**src/rtl/qsvg_pkg.sv**
```systemverilog
`timescale 1ns / 1ps
// Shared types, codes and constants for the qubit state-vector gate engine.
package qsvg_pkg;

    // Field widths fixed by the item format
    localparam int OPC_W   = 3;
    localparam int QUBIT_W = 3;
    localparam int IDX_W   = 8;
    localparam int DATA_W  = 16;
    localparam int STAT_W  = 2;
    localparam int QCNT_W  = 4;
    localparam int WORD_W  = 2 * DATA_W;

    // Default store size and qubit count after reset
    localparam int               MAX_QUBITS_DEF = 8;
    localparam logic [QCNT_W-1:0] QCOUNT_RESET  = 4'd8;

    // Hadamard scaling: 1/sqrt(2) in Q14, round half up, drop 14 fraction bits
    localparam int                 FRAC_BITS = 14;
    localparam logic signed [15:0] HAD_SCALE = 16'sd11585;
    localparam logic signed [31:0] HAD_ROUND = 32'sd8192;

    typedef enum logic [OPC_W-1:0] {
        OP_WRITE = 3'd0,
        OP_READ  = 3'd1,
        OP_X     = 3'd2,
        OP_HAD   = 3'd3,
        OP_CNOT  = 3'd4
    } t_opcode;

    typedef enum logic [STAT_W-1:0] {
        ST_OK    = 2'd0,
        ST_QUBIT = 2'd1,
        ST_INDEX = 2'd2
    } t_status;

    // What the controller has to do with an item
    typedef enum logic [2:0] {
        K_NONE,
        K_WRITE,
        K_READ,
        K_SWAP,
        K_HAD
    } t_op_kind;

    // Read address select
    typedef enum logic [1:0] {
        RD_IDX,
        RD_A,
        RD_B
    } t_rd_sel;

    // Write address and data select
    typedef enum logic [2:0] {
        WR_INPUT,
        WR_A_RDATA,
        WR_B_RA,
        WR_A_HAD,
        WR_B_HAD
    } t_wr_sel;

    typedef enum logic [3:0] {
        S_IDLE,
        S_RD,
        S_X_RA,
        S_X_RB,
        S_X_WA,
        S_X_WB,
        S_H_RA,
        S_H_RB,
        S_H_CB,
        S_H_MS,
        S_H_WA,
        S_H_WB,
        S_DONE
    } t_state;

    typedef struct packed {
        logic     accept;
        logic     issue_a;
        logic     cap_a;
        logic     cap_b;
        logic     cap_read;
        logic     mul_en;
        logic     mul_diff;
        logic     wr_en;
        t_wr_sel  wr_sel;
        t_rd_sel  rd_sel;
        logic     load_out;
    } t_dp_cmd;

    typedef struct packed {
        t_op_kind kind;
        logic     last;
    } t_dp_status;

endpackage

```
**src/rtl/qsvg_ctrl.sv**
```systemverilog
`timescale 1ns / 1ps
// Controller: sequences one item at a time through the datapath and owns the handshakes.
module qsvg_ctrl (
    input  logic                 i_clk,
    input  logic                 i_rst_n,
    input  logic                 i_in_valid,
    input  logic                 i_out_stall,
    input  qsvg_pkg::t_dp_status i_dp,
    output qsvg_pkg::t_dp_cmd    o_cmd,
    output logic                 o_in_stall,
    output logic                 o_out_valid
);

    import qsvg_pkg::*;

    t_state r_state;
    t_state n_state;
    logic   r_out_valid;
    logic   w_accept;
    logic   w_out_free;

    assign o_in_stall = (r_state != S_IDLE);
    assign w_accept   = i_in_valid && (r_state == S_IDLE);
    assign w_out_free = !r_out_valid || !i_out_stall;

    // State register
    always_ff @(posedge i_clk) begin
        if (!i_rst_n) begin
            r_state <= S_IDLE;
        end else begin
            r_state <= n_state;
        end
    end

    // Output valid: set on load, cleared once the result is transferred
    always_ff @(posedge i_clk) begin
        if (!i_rst_n) begin
            r_out_valid <= 1'b0;
        end else if (o_cmd.load_out) begin
            r_out_valid <= 1'b1;
        end else if (!i_out_stall) begin
            r_out_valid <= 1'b0;
        end
    end

    assign o_out_valid = r_out_valid;

    // Next state
    always_comb begin
        n_state = r_state;
        unique case (r_state)
            S_IDLE: begin
                if (w_accept) begin
                    unique case (i_dp.kind)
                        K_READ:  n_state = S_RD;
                        K_SWAP:  n_state = S_X_RA;
                        K_HAD:   n_state = S_H_RA;
                        default: n_state = S_DONE;
                    endcase
                end
            end
            S_RD:   n_state = S_DONE;
            S_X_RA: n_state = S_X_RB;
            S_X_RB: n_state = S_X_WA;
            S_X_WA: n_state = S_X_WB;
            S_X_WB: n_state = i_dp.last ? S_DONE : S_X_RB;
            S_H_RA: n_state = S_H_RB;
            S_H_RB: n_state = S_H_CB;
            S_H_CB: n_state = S_H_MS;
            S_H_MS: n_state = S_H_WA;
            S_H_WA: n_state = S_H_WB;
            S_H_WB: n_state = i_dp.last ? S_DONE : S_H_RB;
            S_DONE: begin
                if (w_out_free) begin
                    n_state = S_IDLE;
                end
            end
            default: n_state = S_IDLE;
        endcase
    end

    // Datapath commands
    always_comb begin
        o_cmd        = '0;
        o_cmd.rd_sel = RD_IDX;
        o_cmd.wr_sel = WR_INPUT;
        unique case (r_state)
            S_IDLE: begin
                o_cmd.accept = w_accept;
                o_cmd.wr_en  = w_accept && (i_dp.kind == K_WRITE);
            end
            S_RD: begin
                o_cmd.cap_read = 1'b1;
            end
            S_X_RA, S_H_RA: begin
                o_cmd.issue_a = 1'b1;
                o_cmd.rd_sel  = RD_A;
            end
            S_X_RB, S_H_RB: begin
                o_cmd.rd_sel = RD_B;
                o_cmd.cap_a  = 1'b1;
            end
            S_X_WA: begin
                o_cmd.wr_en  = 1'b1;
                o_cmd.wr_sel = WR_A_RDATA;
            end
            S_X_WB: begin
                o_cmd.wr_en   = 1'b1;
                o_cmd.wr_sel  = WR_B_RA;
                o_cmd.issue_a = !i_dp.last;
                o_cmd.rd_sel  = RD_A;
            end
            S_H_CB: begin
                o_cmd.cap_b = 1'b1;
            end
            S_H_MS: begin
                o_cmd.mul_en = 1'b1;
            end
            S_H_WA: begin
                o_cmd.wr_en    = 1'b1;
                o_cmd.wr_sel   = WR_A_HAD;
                o_cmd.mul_en   = 1'b1;
                o_cmd.mul_diff = 1'b1;
            end
            S_H_WB: begin
                o_cmd.wr_en   = 1'b1;
                o_cmd.wr_sel  = WR_B_HAD;
                o_cmd.issue_a = !i_dp.last;
                o_cmd.rd_sel  = RD_A;
            end
            S_DONE: begin
                o_cmd.load_out = w_out_free;
            end
            default: begin
                o_cmd.accept = 1'b0;
            end
        endcase
    end

endmodule

```
**config.mk**
```make
export PLATFORM = sky130hd
export DESIGN_NAME = qsvg_ctrl
export DESIGN_NICKNAME = d
export VERILOG_FILES = /design/src/rtl/qsvg_pkg.sv /design/src/rtl/qsvg_ctrl.sv
export SDC_FILE = /design/constraint.sdc
export NUM_CORES = 1
export LEC_CHECK = 0
export BUFFER_PORTS_ARGS = -buffer_cell sky130_fd_sc_hd__buf_2
export CAP_MARGIN = 20
export CORE_AREA = 2 2 39 41
export CTS_CLUSTER_SIZE = 28
export DETAILED_ROUTE_END_ITERATION = 12
export DIE_AREA = 0 0 41 43
export GPL_TIMING_DRIVEN = 0
export SYNTH_ARGS = -nofsm -noshare
export SYNTH_HDL_FRONTEND = slang
export SYNTH_SLANG_ARGS = --single-unit
```
**constraint.sdc**
```tcl
create_clock -name i_clk -period 1.85 [get_ports i_clk]
set_input_delay 0.185 -clock i_clk [delete_from_list [all_inputs] [get_ports i_clk]]
set_output_delay 0.185 -clock i_clk [all_outputs]
set_load 0.01 [all_outputs]
```
# [Word-level counts from Yosys, hierarchy flattened]
# Index checks and enable logic that the tools add are counted.
[word_totals] reg_bits=5 inputBits=8 out_inout_bits=16 wordCells=55
[op_classes] eq_ne=19 n_mux=19 reduce_logical=15
[ops] cell="one-hot mux 4 bit (13 select lines)" n=1
[ops] cell="== test 4 bit, second input constant" n=5
[ops] cell="== test 4 x 3 -> 1 bit, second input constant" n=4
[ops] cell="2-to-1 mux 4 bit" n=4
[ops] cell="one-hot mux 3 bit (4 select lines)" n=1
[ops] cell="one-hot mux 4 bit (3 select lines)" n=1
[ops] cell="2-to-1 mux 1 bit" n=9
[ops] cell="== test 4 x 2 -> 1 bit, second input constant" n=2
[ops] cell="OR reduction 2 bit" n=4
[ops] cell="OR reduction 4 bit" n=2
[ops] cell="== test 3 x 2 -> 1 bit, second input constant" n=2
[ops] cell="== test 4 x 1 -> 1 bit, second input constant" n=1
[ops] cell="logical NOT 4 bit" n=1
[ops] cell="!= test 2 bit, second input constant" n=2
[ops] cell="one-hot mux 1 bit (2 select lines)" n=2
[ops] cell="one-hot mux 2 bit (2 select lines)" n=1
[ops] cell="nonzero test 4 bit" n=1
[ops] cell="== test 3 x 1 -> 1 bit, second input constant" n=1
[ops] cell="== test 3 bit, second input constant" n=1
[ops] cell="logical NOT 1 bit" n=3
[ops] cell="logical AND 1 bit" n=2
[ops] cell="!= test 2 x 1 -> 1 bit, second input constant" n=1
[ops] cell="AND reduction 2 bit" n=1
[ops] cell="logical OR 1 bit" n=1

# [Longest topological paths before layout]
[logic_depth] ltp_word=4 depth_mapped=5 ltp_nobuf=4

# [Least setup slack after synthesis]
# OpenSTA, ideal clock, no wires.
[synth_timing] path_type="flip-flop to output port" start="register r_state[1]" end="output o_cmd[12] in the netlist's numbering" arrival_time_ns=1.137 path_slack_ns=0.528 stages_incl_launch_ff=6 path_cell_list="dfxtp_1 -> buf_2 -> nor3b_1 -> a21o_1 -> a31oi_1 -> inv_1"
[synth_rtl] item="start, declared" line_no="qsvg_ctrl.sv:16" rtl="t_state r_state;"
[synth_rtl] item="start signal, assigned" line_no="qsvg_ctrl.sv:31" rtl="r_state <= n_state;"
[synth_rtl] item="end, declared" line_no="qsvg_ctrl.sv:9" rtl="output qsvg_pkg::t_dp_cmd o_cmd,"

==> results.toml <==
[clock_network]
htreeDepth = 1
clk_pin_slew_ps = 40
clock_latency_ps = 230
clk_path_buf_depth = 2
cts_buffers = 3
cts_sinks = 5
root_buffer = "clkbuf_4"
cts_tree = "yes"

[die]
fp.dieH_um = 43
die-area_um2 = 1760
fp.dieW_um = 41
core_um2 = 1380
io-pin-count = 24
num_rows = 14
initial_core_util_pct = 34.2

[global_route]
antenna_found_initial = 0
grt_pass1_wl_um = 1820
use_met3_pct = 6.81
grt_use_met1_pct = 19.0
overflow = 0
grt_pass1_vias = 452
top_usage_layer = "met2"
use_met2_pct = 23.1
globalRouteTotalUtil_pct = 15.3
grt_max_degree = 11

[placement]
gp_congestion = 0.790
port_buffers = 23
hpwlAfterDp_um = 925

[setup_path]
critPathLaunch = "r_state[1]"
startpoint_type = "flop"
crit_type = "reg -> out"
r2r-end = "r_state[2]"
cp-end-kind = "primary output"
crit_arrival_ps = 1550
worstReg2RegStart = "r_state[3]"
crit_fanout = 10
cp-endpoint = "o_cmd[12]"
worstPathRequired_ps = 1660
r2r_slack_ps = 430
reg2regPathDepth = 5

[finish]
layout.nets = 104
antenna_cells = 0
drive_gt1_share_pct = 36.8
area_growth_pct = 37.8

[route]
wl_um = 1140
drt_iter0_drc = 9
post_drt_wl_per_cell_um = 10.3
drt-pass1-iter-count = 4
drc = 0
vias = 555
ant_nets = 0
drt-vias-per-instance = 5.00

[power_and_ir_drop]
power_density_nw_per_um2 = 1630
peakVddDrop_v = 0.000757
p_leak_nw = 0.339
power_mw = 1.06

[timing]
finalSetupTns_ps = 0
rsz0062_at_grt = "no"
fmax_mhz = 577
report.final.slew_viol_count = 0
tightest_slew_ps = 337
period_minus_slack_ps = 1730
setup_viol = 0
hold_viol = 0
relSlewSlack_pct = 77.4
clock_skew_ps = 0.629
period_share_pct = 93.7

[yosys]
netlist_instances = 68
synth.distinct_cells = 26
ys_ff_latch = 5
syn_nets = 76
avgSynthCellArea_um2 = 6.96
synth_warnings = 0
synth.yosys.seq_area_share_pct = 21.2
syn_area_um2 = 473

[hold_path]
hp-class = "in -> reg"

[run_status]
outcome = "complete, no violations"

[job]
drv_cap = 0
-- layout make-up --
type	instances	area, um^2
buffer	4	31.3
inverter	4	15.0
fill	145	732
sequential	5	101
multi-input combinational	55	343
tap	16	20.0
timing repair buffer	23	115
clock buffer	4	26.3
-- report_power, final --
part	internal (mW)	switching [mW]	leakage [nW]	total, mW
Combinational	0.340	0.399	0.283	0.739
Clock	0.0813	0.0404	0.0150	0.122
Sequential	0.151	0.0508	0.0414	0.201
-- cells in the final DEF (no fill, tap or decap), drive strengths merged, types with 2 or more instances in the layout --
cell,instances
buf,25
nor2b,3
a21o,2
dfxtp,5
nand2b,8
nor2,9
inv,4
nor3,2
nand2,5
o21ai,4
clkbuf,6
nor3b,3
or3,2
a21oi,6
-- per-stage QoR --
| stage | hold WS, ps | cell area, um^2 | std cells | util, % | setup WS, ps |
|---|---|---|---|---|---|
| after global routing | 203 | 652 | 111 | 47.1 | 15.6 |
| after detailed placement | 439 | 608 | 107 | 43.9 | 271 |
| final | 199 | 652 | 111 | 47.1 | 117 |
| after CTS | 189 | 634 | 111 | 45.8 | 11.8 |
| after global placement | 437 | 608 | 107 | 43.9 | 281 |
| after floorplan | 309 | 473 | 68 | - | 528 |
-- critical path, cell delays in order (launching register included) --
cell	delay, ps
dfxtp_1	370
clkbuf_4	220
nor3b_2	60
a21o_1	210
a31oi_2	260
inv_1	50
buf_2	140
-- cells in the mapped netlist, drive strengths merged --
cell     n  area, um^2
a22o     1        8.76
nand2b   8        50.1
buf      4        26.3
nand2    5        18.8
a21o     2        15.0
o22ai    1        6.26
o21ai    4        20.0
dfxtp    5         100
a21oi    6        30.0
nor2b    3        18.8
a2bb2oi  1        8.76
nand3b   1        7.51
nor4     1        21.3
o211ai   1        7.51
nor2     9        33.8
and2     1        6.26
a221oi   1        8.76
o32a     1        10.0
o2bb2ai  1        8.76
or3      2        12.5
inv      4        15.0
nor3     2        10.0
a31oi    1        6.26
nor3b    3        22.5
-- sequential cells by signal, summed over array words and instances, names as in the netlist --
name,cells
o_out_valid,1
r_state,4
-- kinds of logic after synthesis --
logic type | after synthesis | share of synthesized area, %
AND/OR/NAND/NOR | 35 | 42.6
flip-flops | 5 | 21.2
AO/OA/AOI/OAI | 20 | 27.5
buffers and inverters | 8 | 8.73
-- per-layer routing --
| metal | share of wire (%) | vias to the layer above | wire length (um) |
|---|---|---|---|
| met1 | 43 | 246 | 493 |
| met2 | 52 | 13 | 595 |
| met4 | 0 | 0 | 0 |
| met3 | 4.4 | 0 | 50 |
| li1 | - | 296 | - |
| met5 | 0 | - | 0 |
-- worst min path at each step --
stage,from,endpoint,slack [ps],cells after the start
global placement,i_rst_n,o_out_valid,440,3
finish,i_rst_n,o_out_valid,200,3
detailed placement,i_rst_n,o_out_valid,440,3
floorplan,i_rst_n,o_out_valid,310,2
CTS,i_rst_n,o_out_valid,190,3
global route,i_rst_n,o_out_valid,200,3
-- what timing repair did --
| action | CTS | global route |
|---|---|---|
| gates resized for setup | 0 | 5 |
| setup buffers | 0 | 0 |
| setup endpoints to repair | 0 | 2 |
| hold buffers | 0 | 0 |
(Power assumes the default switching activity.)
